### config.mk
export PLATFORM = sky130hd
export DESIGN_NAME = bfba_ctrl
export DESIGN_NICKNAME = d
export VERILOG_FILES = /design/src/rtl/bfba_pkg.sv /design/src/rtl/bfba_ctrl.sv
export VERILOG_INCLUDE_DIRS = /design/src /design/src/rtl
export SDC_FILE = /design/constraint.sdc
export NUM_CORES = 1
export LEC_CHECK = 0
export BUFFER_PORTS_ARGS = -buffer_cell sky130_fd_sc_hd__buf_2
export CORE_AREA = 2 2 51 53
export DETAILED_ROUTE_END_ITERATION = 10
export DIE_AREA = 0 0 53 55
export GPL_TIMING_DRIVEN = 0
export HOLD_SLACK_MARGIN = 0.06
export PLACE_DENSITY = 0.82
export SYNTH_ARGS = -nofsm -noshare
export SYNTH_HDL_FRONTEND = slang
export SYNTH_SLANG_ARGS = --single-unit
### constraint.sdc
create_clock -name clk_i -period 4.24 [get_ports clk_i]
set_input_delay 0.212 -clock clk_i [delete_from_list [all_inputs] [get_ports clk_i]]
set_output_delay 0.212 -clock clk_i [all_outputs]
set_load 0.01 [all_outputs]
### src/rtl/best_fit_block_allocator_unit_defines.svh
// assertion macros used by the allocator controller rtl
`ifndef BEST_FIT_BLOCK_ALLOCATOR_UNIT_DEFINES_SVH
`define BEST_FIT_BLOCK_ALLOCATOR_UNIT_DEFINES_SVH

// checked on every clock edge outside reset
`define BFBA_ASSERT(lbl, prop, msg) \
  lbl: assert property (@(posedge clk_i) disable iff (!rst_ni) prop) \
    else $error(msg);

// checked on every clock edge, reset included
`define BFBA_ASSERT_ALWAYS(lbl, prop, msg) \
  lbl: assert property (@(posedge clk_i) prop) \
    else $error(msg);

`endif

### src/rtl/bfba_pkg.sv
package bfba_pkg;

  localparam int unsigned HEAP_MAX_DEFAULT = 4096;
  localparam int unsigned HEAP_RESET       = 4096;
  localparam int unsigned HDR_BYTES        = 5;
  localparam int unsigned FIT_MARGIN       = 6;
  localparam int unsigned MIN_HEAP         = 16;

  localparam int unsigned SIZE_W   = 13;
  localparam int unsigned OFF_W    = 12;
  localparam int unsigned CFG_W    = 13;
  localparam int unsigned REQ_W    = SIZE_W + OFF_W;
  localparam int unsigned IN_TDATA_W  = 32;
  localparam int unsigned OUT_TDATA_W = 16;

  typedef enum logic {
    ACT_ALLOC = 1'b0,
    ACT_FREE  = 1'b1
  } action_e;

  // datapath commands issued by the controller
  typedef enum logic [3:0] {
    CMD_NONE,
    CMD_INIT,
    CMD_ACCEPT,
    CMD_START,
    CMD_ALLOC_WALK,
    CMD_ALLOC_WR_BEST,
    CMD_ALLOC_WR_REST,
    CMD_FREE_WALK,
    CMD_MERGE_WALK,
    CMD_MERGE_NEXT
  } cmd_e;

  typedef struct packed {
    logic             more;      // next header lies inside the heap
    logic             used;      // used flag of the header just read
    logic             at_start;  // walk reached the block to free
    logic             past;      // walk went beyond the block to free
    logic             found;     // a fitting block was seen
    action_e          action;
    logic             off_low;   // free offset below header size
    logic [OFF_W-1:0] res_off;   // payload offset of the best block
  } status_t;

endpackage

### src/rtl/bfba_ctrl.sv
`include "best_fit_block_allocator_unit_defines.svh"

module bfba_ctrl import bfba_pkg::*; (
  input  logic                   clk_i,
  input  logic                   rst_ni,
  input  logic                   s_axis_tvalid,
  output logic                   s_axis_tready,
  output logic                   m_axis_tvalid,
  input  logic                   m_axis_tready,
  output logic [OUT_TDATA_W-1:0] m_axis_tdata,
  input  logic                   cfg_we_i,
  output cmd_e                   cmd_o,
  input  status_t                status_i
);

  typedef enum logic [3:0] {
    S_INIT, S_IDLE, S_DISPATCH, S_A_WALK, S_A_FIN, S_A_WR_BEST, S_A_WR_REST,
    S_F_WALK, S_M_START, S_M_WALK, S_M_NEXT, S_DONE
  } state_e;

  state_e                 state_q, state_d;
  logic                   ok_q, ok_d;
  logic                   m_valid_q;
  logic [OUT_TDATA_W-1:0] m_data_q;
  logic                   load_out;

  assign s_axis_tready = (state_q == S_IDLE) && !cfg_we_i;
  assign load_out      = (state_q == S_DONE) && (!m_valid_q || m_axis_tready);

  always_comb begin
    state_d = state_q;
    ok_d    = ok_q;
    cmd_o   = CMD_NONE;
    unique case (state_q)
      S_INIT: begin
        cmd_o = CMD_INIT;
        if (!cfg_we_i) state_d = S_IDLE;
      end
      S_IDLE: begin
        if (cfg_we_i) begin
          state_d = S_INIT;
        end else if (s_axis_tvalid) begin
          cmd_o   = CMD_ACCEPT;
          state_d = S_DISPATCH;
        end
      end
      S_DISPATCH: begin
        ok_d = 1'b0;
        if (status_i.action == ACT_ALLOC) state_d = S_A_WALK;
        else if (status_i.off_low)        state_d = S_DONE;
        else                              state_d = S_F_WALK;
      end
      S_A_WALK: begin
        cmd_o = CMD_ALLOC_WALK;
        if (!status_i.more) state_d = S_A_FIN;
      end
      S_A_FIN: state_d = status_i.found ? S_A_WR_BEST : S_DONE;
      S_A_WR_BEST: begin
        cmd_o   = CMD_ALLOC_WR_BEST;
        state_d = S_A_WR_REST;
      end
      S_A_WR_REST: begin
        cmd_o   = CMD_ALLOC_WR_REST;
        ok_d    = 1'b1;
        state_d = S_DONE;
      end
      S_F_WALK: begin
        cmd_o = CMD_FREE_WALK;
        if (status_i.at_start) begin
          state_d = status_i.used ? S_M_START : S_DONE;
        end else if (status_i.past || !status_i.more) begin
          state_d = S_DONE;
        end
      end
      S_M_START: begin
        cmd_o   = CMD_START;
        ok_d    = 1'b1;
        state_d = S_M_WALK;
      end
      S_M_WALK: begin
        cmd_o = CMD_MERGE_WALK;
        if (!status_i.more)      state_d = S_DONE;
        else if (!status_i.used) state_d = S_M_NEXT;
      end
      S_M_NEXT: begin
        cmd_o = CMD_MERGE_NEXT;
        if (status_i.used)      state_d = S_M_WALK;
        else if (!status_i.more) state_d = S_DONE;
      end
      S_DONE: begin
        if (load_out) state_d = S_IDLE;
      end
      default: state_d = S_INIT;
    endcase
  end

  always_ff @(posedge clk_i or negedge rst_ni) begin
    if (!rst_ni) begin
      state_q   <= S_INIT;
      ok_q      <= 1'b0;
      m_valid_q <= 1'b0;
      m_data_q  <= '0;
    end else begin
      state_q <= state_d;
      ok_q    <= ok_d;
      if (load_out) begin
        m_valid_q <= 1'b1;
        m_data_q  <= OUT_TDATA_W'({
          ((ok_q && status_i.action == ACT_ALLOC) ? status_i.res_off : '0), ok_q});
      end else if (m_axis_tready) begin
        m_valid_q <= 1'b0;
      end
    end
  end

  assign m_axis_tvalid = m_valid_q;
  assign m_axis_tdata  = m_data_q;

  `BFBA_ASSERT(a_done_holds, (state_q == S_DONE && m_valid_q && !m_axis_tready) |=> (state_q == S_DONE), "finished result lost while output busy")
  `BFBA_ASSERT(a_accept_dispatch, (s_axis_tvalid && s_axis_tready && !cfg_we_i) |=> (state_q == S_DISPATCH), "accepted request not dispatched")
  `BFBA_ASSERT(a_refused_zero, (m_valid_q && !m_data_q[0]) |-> (m_data_q[OFF_W:1] == '0), "refused result carries an offset")
  `BFBA_ASSERT_ALWAYS(a_reset_quiet, !rst_ni |-> (!m_valid_q && !s_axis_tready), "handshake active in reset")

endmodule

==> results of run 1 <==
-- registers in the layout (all words and copies together), names as in the netlist --
signal         flops
m_axis_tdata      13
state_q            4
m_axis_tvalid      1
ok_q               1
-- per-stage QoR --
step / worst slack, ps / instance area, sq um / hold WS (ps)
global route: 2060 / 1470 / 144
finish: 2230 / 1470 / 148
floorplan: 2620 / 1180 / -83.6
global placement: 2500 / 1430 / 158
detailed placement: 2480 / 1430 / 165
CTS: 2240 / 1470 / 147
-- final cells by class --
| cell class | count | area, sq um | area share (%) |
|---|---|---|---|
| multi-input combinational | 108 | 641 | 43.7 |
| timing repair buffer | 43 | 220 | 15.0 |
| tap | 30 | 37.5 | 2.56 |
| buffer | 12 | 61.3 | 4.18 |
| clock buffer | 4 | 26.3 | 1.79 |
| inverter | 1 | 3.75 | 0.256 |
| sequential | 19 | 475 | 32.5 |
-- metal layers --
metal / track usage, % / vias up
met4: 5.98 / 0
met3: 1.61 / 2
met2: 37.9 / 54
met1: 25.3 / 532
li1: - / 577
met5: 0 / -
-- path summary, 6_finish.rpt --
check | to | slack [ps] | startpoint
min in group asynchronous | m_axis_tdata[12] | 370 | rst_ni
hold / removal | m_axis_tdata[10] | 150 | status_i[9]
hold reg to reg | m_axis_tdata[10] | 490 | m_axis_tdata[10]
setup reg to reg | state_q[0] | 2450 | state_q[1]
setup / recovery | cmd_o[1] | 2230 | state_q[0]
max in group asynchronous | m_axis_tdata[6] | 3590 | rst_ni
-- worst max-delay path, stage by stage (launching register included) --
cell and delay [ps]:
dfrtp_1 430, buf_2 240, clkbuf_1 330, a31oi_1 130
o31ai_1 200, buf_2 160
-- power by group --
part	leakage, nW	internal, mW	switching (mW)	total (mW)
sequential	0.249	0.272	0.0616	0.334
combinational	0.464	0.279	0.332	0.611
clock	0.0150	0.0366	0.0510	0.0876
total	0.728	0.588	0.444	1.03
-- cells in the mapped netlist, types with 2 or more instances --
| cell type | n |
|---|---|
| nand2b_1 | 7 |
| mux2_4 | 3 |
| clkbuf_1 | 4 |
| o2111ai_1 | 2 |
| dfrtp_1 | 19 |
| nor3b_1 | 2 |
| nor2b_1 | 5 |
| a21oi_1 | 5 |
| buf_4 | 3 |
| o21ai_0 | 21 |
| buf_2 | 4 |
| o31ai_1 | 2 |
| nor3_1 | 2 |
| and3b_1 | 2 |
| nand2_1 | 30 |
| nor2_1 | 5 |
-- what timing repair did --
action | CTS | global route
resized for setup | 0 | 0
hold endpoints to repair | 19 | 0
hold buffers | 1 | 0
-- kinds of logic (layout without fill, tap and decap cells) --
logic type             Yosys count  in the layout  synth area share (%)
multiplexers                     4              4                  4.80
AO/OA/AOI/OAI                   39             39                  21.1
other                            1              3                 0.320
AND/OR/NAND/NOR                 61             61                  27.0
flip-flops                      19             19                  40.5
XOR/XNOR                         1              1                 0.746
buffers and inverters           13             60                  5.54
==> reports/metrics.cfg, run 1 <==
[die]
io_pins = 46
start_util_pct = 49.6
fp.dieH_microns = 55
fp.coreArea_sq_mm = 0.00236
die_area_sq_mm = 0.00292
num_rows = 18
die_width_microns = 53

[synth]
synth.area.top_cells = dfrtp_1 (41%), nand2_1 (9.6%), o21ai_0 (9.0%), mux2_4 (3.8%), nand2b_1 (3.7%)
ys_async_sr_fraction_pct = 100
synth_edf_count = 0
ys_warn_count = 0
synth.yosys.seq_area_share_pct = 40.5
synth.avg_cell_area_sq_um = 8.50
syn_inst = 138
synth_seq_cells = 19
synth_area_sq_mm = 0.00117
yosysTopAreaCellShare_pct = 40.5
synth_top_cell_by_area = dfrtp_1
ys.flop_type = dfrtp_1
ys_types = 38

[clocking]
numCtsBuffers = 3
cts_root_buffer = clkbuf_4
post_cts_buffers = 0
clkTransAtPathRegs_ps = 100
cts_sinks = 19
htreeDepth = 1
clock_path_buffers = 2
clkLatencyLatePin_ps = 290
cts_tree = built

[finish]
synthToLayoutAreaGrowth_pct = 24.8
antenna_cells = 0
final_cells = 217
final_cell_mix = buf_2 (46), nand2_1 (30), o21ai_0 (21)
nets = 212
final_common_cell = buf_2
fillers = 217
drive_gt1_share_pct = 32.1
post-route-util_pct = 62.0

[global_route]
grt_pass1_vias = 1040
grt_max_degree = 20
grt-ovfl-total = 0
grt_pass1_wl_microns = 4420
antenna_found_initial = 0
grt_usage_pct = 20.4

[timing]
rsz0062_at_grt = no
finalCriticalPeriod_ps = 2010
timing.final.hold_violations = 0
period_share_pct = 47.3
fmax_ghz = 0.499
setup-tns-final_ps = 0
setup_violations = 0
finClkSkew_ps = 1.96
maxSlewViolCount = 0

[drt]
drc_errors = 0
vias = 1165
wl_met1_microns = 1220
routed-wl-met3_microns = 214
first_pass_iters = 4
wl_per_cell_microns = 12.8
met2_length_microns = 1340
ant_nets = 0
routed.top_layer = met4
via_per_inst = 5.37
wirelength_microns = 2790
drt_iter0_drc = 34

[critical_path]
crit_arrival_ps = 1790
r2r_cells = 5
cp-end-kind = primary output
cp-start-kind = register
cp_data_required_time_ps = 4030
path_max_fanout = 10
crit_type = register to primary output

[pwr]
p_leak_nw = 0.728
p_total_mw = 1.03
ir_drop_v = 0.000380
power_density_mw_per_mm2 = 704

[placed_design]
dpl.hpwl_microns = 2140
gp_congestion = 0.929
dpl.cell_count = 212
numPortBuffers = 42

[hold_path]
min_path_cells = 3
min_path_type = primary input to register

[run]
drv_cap = 0

[outcome]
status = finished clean

Note: power is estimated with default switching activity, not from simulation.
==> run 2: changes to the inputs <==
--- a/config.mk
+++ b/config.mk
@@ -7,12 +7,12 @@
 export NUM_CORES = 1
 export LEC_CHECK = 0
 export BUFFER_PORTS_ARGS = -buffer_cell sky130_fd_sc_hd__buf_2
-export CORE_AREA = 2 2 51 53
+export CORE_AREA = 2 2 53 55
 export DETAILED_ROUTE_END_ITERATION = 10
-export DIE_AREA = 0 0 53 55
+export DIE_AREA = 0 0 55 57
 export GPL_TIMING_DRIVEN = 0
 export HOLD_SLACK_MARGIN = 0.06
-export PLACE_DENSITY = 0.82
+export PLACE_DENSITY = 0.76
 export SYNTH_ARGS = -nofsm -noshare
 export SYNTH_HDL_FRONTEND = slang
 export SYNTH_SLANG_ARGS = --single-unit
==> constraint.sdc (replaced) <==
create_clock -name clk_i -period 2 [get_ports clk_i]
set_input_delay 0.1 -clock clk_i [delete_from_list [all_inputs] [get_ports clk_i]]
set_output_delay 0.1 -clock clk_i [all_outputs]
set_load 0.01 [all_outputs]
==> run 2 against run 1 <==
  * Global-route usage is 0.57 points higher
  * First-iteration DRC count decreased by 44%
  * Sequential share of layout area shrank 2.5 points
  * Critical endpoint is now state_q[1]
  * Utilization is 1.2 points lower
  * Non-clock buffer count rose by 12
  * Clock power up 110%
  * Design area increased by 8.5%
  * Critical path type is now register to register
  * Largest cell class unchanged
==> reports/metrics.cfg, run 2 (synthesized netlist as in run 1, its figures left out) <==
[drt]
ant_nets = 0
via_per_inst = 5.23
drt_iter0_drc = 19
wl_per_cell_microns = 13.3
drc_errors = 0
wirelength_microns = 3070
first_pass_iters = 4
vias = 1202

[finish]
synthToLayoutAreaGrowth_pct = 35.4
nets = 224
final_common_cell = buf_2
antenna_cells = 0
final_cell_mix = buf_2 (46), nand2_1 (30), o21ai_0 (21)
largest_reg_flops = 13
final_cells = 230
fillers = 241
drive_gt1_share_pct = 31.2

[hold_path]
min_path_type = primary input to register
min_path_cells = 3
hp-start = m_axis_tready

[clocking]
post_cts_buffers = 0
cts_sinks = 19
clock_path_buffers = 2
clkLatencyLatePin_ps = 280
clkTransAtPathRegs_ps = 100
htreeDepth = 1
numCtsBuffers = 3
cts_tree = built
cts_root_buffer = clkbuf_4

[global_route]
grt_pass1_wl_microns = 4890
antenna_found_initial = 0
grt_max_degree = 20
grt-ovfl-total = 0
grt_usage_pct = 21.0
grt_pass1_vias = 1145

[critical_path]
cp.depth = 5
cp-end-kind = register
slowest_stage = dfrtp_1
crit_type = register to register
max_stage_delay_ps = 430
path_max_fanout = 10
worst-path-buf-inv = 1
crit_path_start = state_q[1]
crit_family = compound AO/OA/AOI/OAI gates
r2r_cells = 5
crit_arrival_ps = 1970
cp_data_required_time_ps = 2170
cp-start-kind = register
path_cells = buf_2 -> and2b_1 -> o211ai_1 -> o2111a_2 -> mux2_4
r2r-start = state_q[1]

[placed_design]
dpl.cell_count = 213
dpl.hpwl_microns = 2210
gp_congestion = 0.830
numPortBuffers = 42

[timing]
finClkSkew_ps = 1.00
finalCriticalPeriod_ps = 1790
maxSlewViolCount = 0
setup-tns-final_ps = 0
setup_violations = 0
timing.final.hold_violations = 0
rsz0062_at_grt = no
fmax_ghz = 0.558
period_share_pct = 89.5

[die]
die_area_sq_mm = 0.00314
num_rows = 19
fp.dieH_microns = 57
die_width_microns = 55
fp.coreArea_sq_mm = 0.00262
start_util_pct = 44.9
io_pins = 46

[pwr]
power_density_mw_per_mm2 = 1400
p_leak_nw = 0.784
ir_drop_v = 0.000744
p_total_mw = 2.22

[outcome]
status = finished clean

[run]
drv_cap = 0

run 2: worst paths after layout:
check | to | slack, ps
worst max-delay path | state_q[1] | 210
worst min-delay path | m_axis_tvalid | 100
worst max register to register | state_q[1] | 210
worst min register to register | m_axis_tdata[5] | 490
max in group asynchronous | m_axis_tdata[2] | 1420
min in group asynchronous | m_axis_tdata[5] | 290
run 2: worst reg2reg max path, cell delays in order, from the launching register on:
cell,delay [ps]
dfrtp_1,430
buf_2,200
and2b_1,240
o211ai_1,200
o2111a_2,300
mux2_4,310
run 2: stage by stage:
stage | worst slack (ps) | hold WS, ps | util (%) | area (sq um)
after global routing | 112 | 99.7 | 60.8 | 1590
after global placement | 242 | 49.9 | 54.7 | 1430
after CTS | 56.5 | 100 | 60.7 | 1590
after floorplan | 375 | -196 | - | 1180
after detailed placement | 213 | 59.1 | 54.7 | 1430
final | 209 | 104 | 60.8 | 1590
run 2: area by class of cell:
class / count / area (sq um) / area share (%)
Tap cell: 31 / 38.8 / 2.44
Buffer: 12 / 63.8 / 4.02
Sequential cell: 19 / 475 / 29.9
Timing Repair Buffer: 55 / 340 / 21.4
Multi-Input combinational cell: 108 / 641 / 40.3
Clock buffer: 4 / 26.3 / 1.65
Inverter: 1 / 3.75 / 0.236
run 2: layer usage:
metal	GRT usage (%)	wire, microns	vias up
li1	-	-	597
met1	24.8	1290	550
met2	38.8	1570	53
met3	2.36	193	2
met4	5.23	8	0
met5	0	0	-
run 2: power by group:
| group | switching, mW | internal, mW |
|---|---|---|
| combinational | 0.707 | 0.612 |
| sequential | 0.141 | 0.577 |
| clock | 0.105 | 0.0773 |
| total | 0.953 | 1.27 |
run 2: what timing repair did:
item | CTS | global route
resized for setup | 0 | 3
hold buffers | 13 | 0
hold endpoints to repair | 31 | 0
setup endpoints to repair | 0 | 2
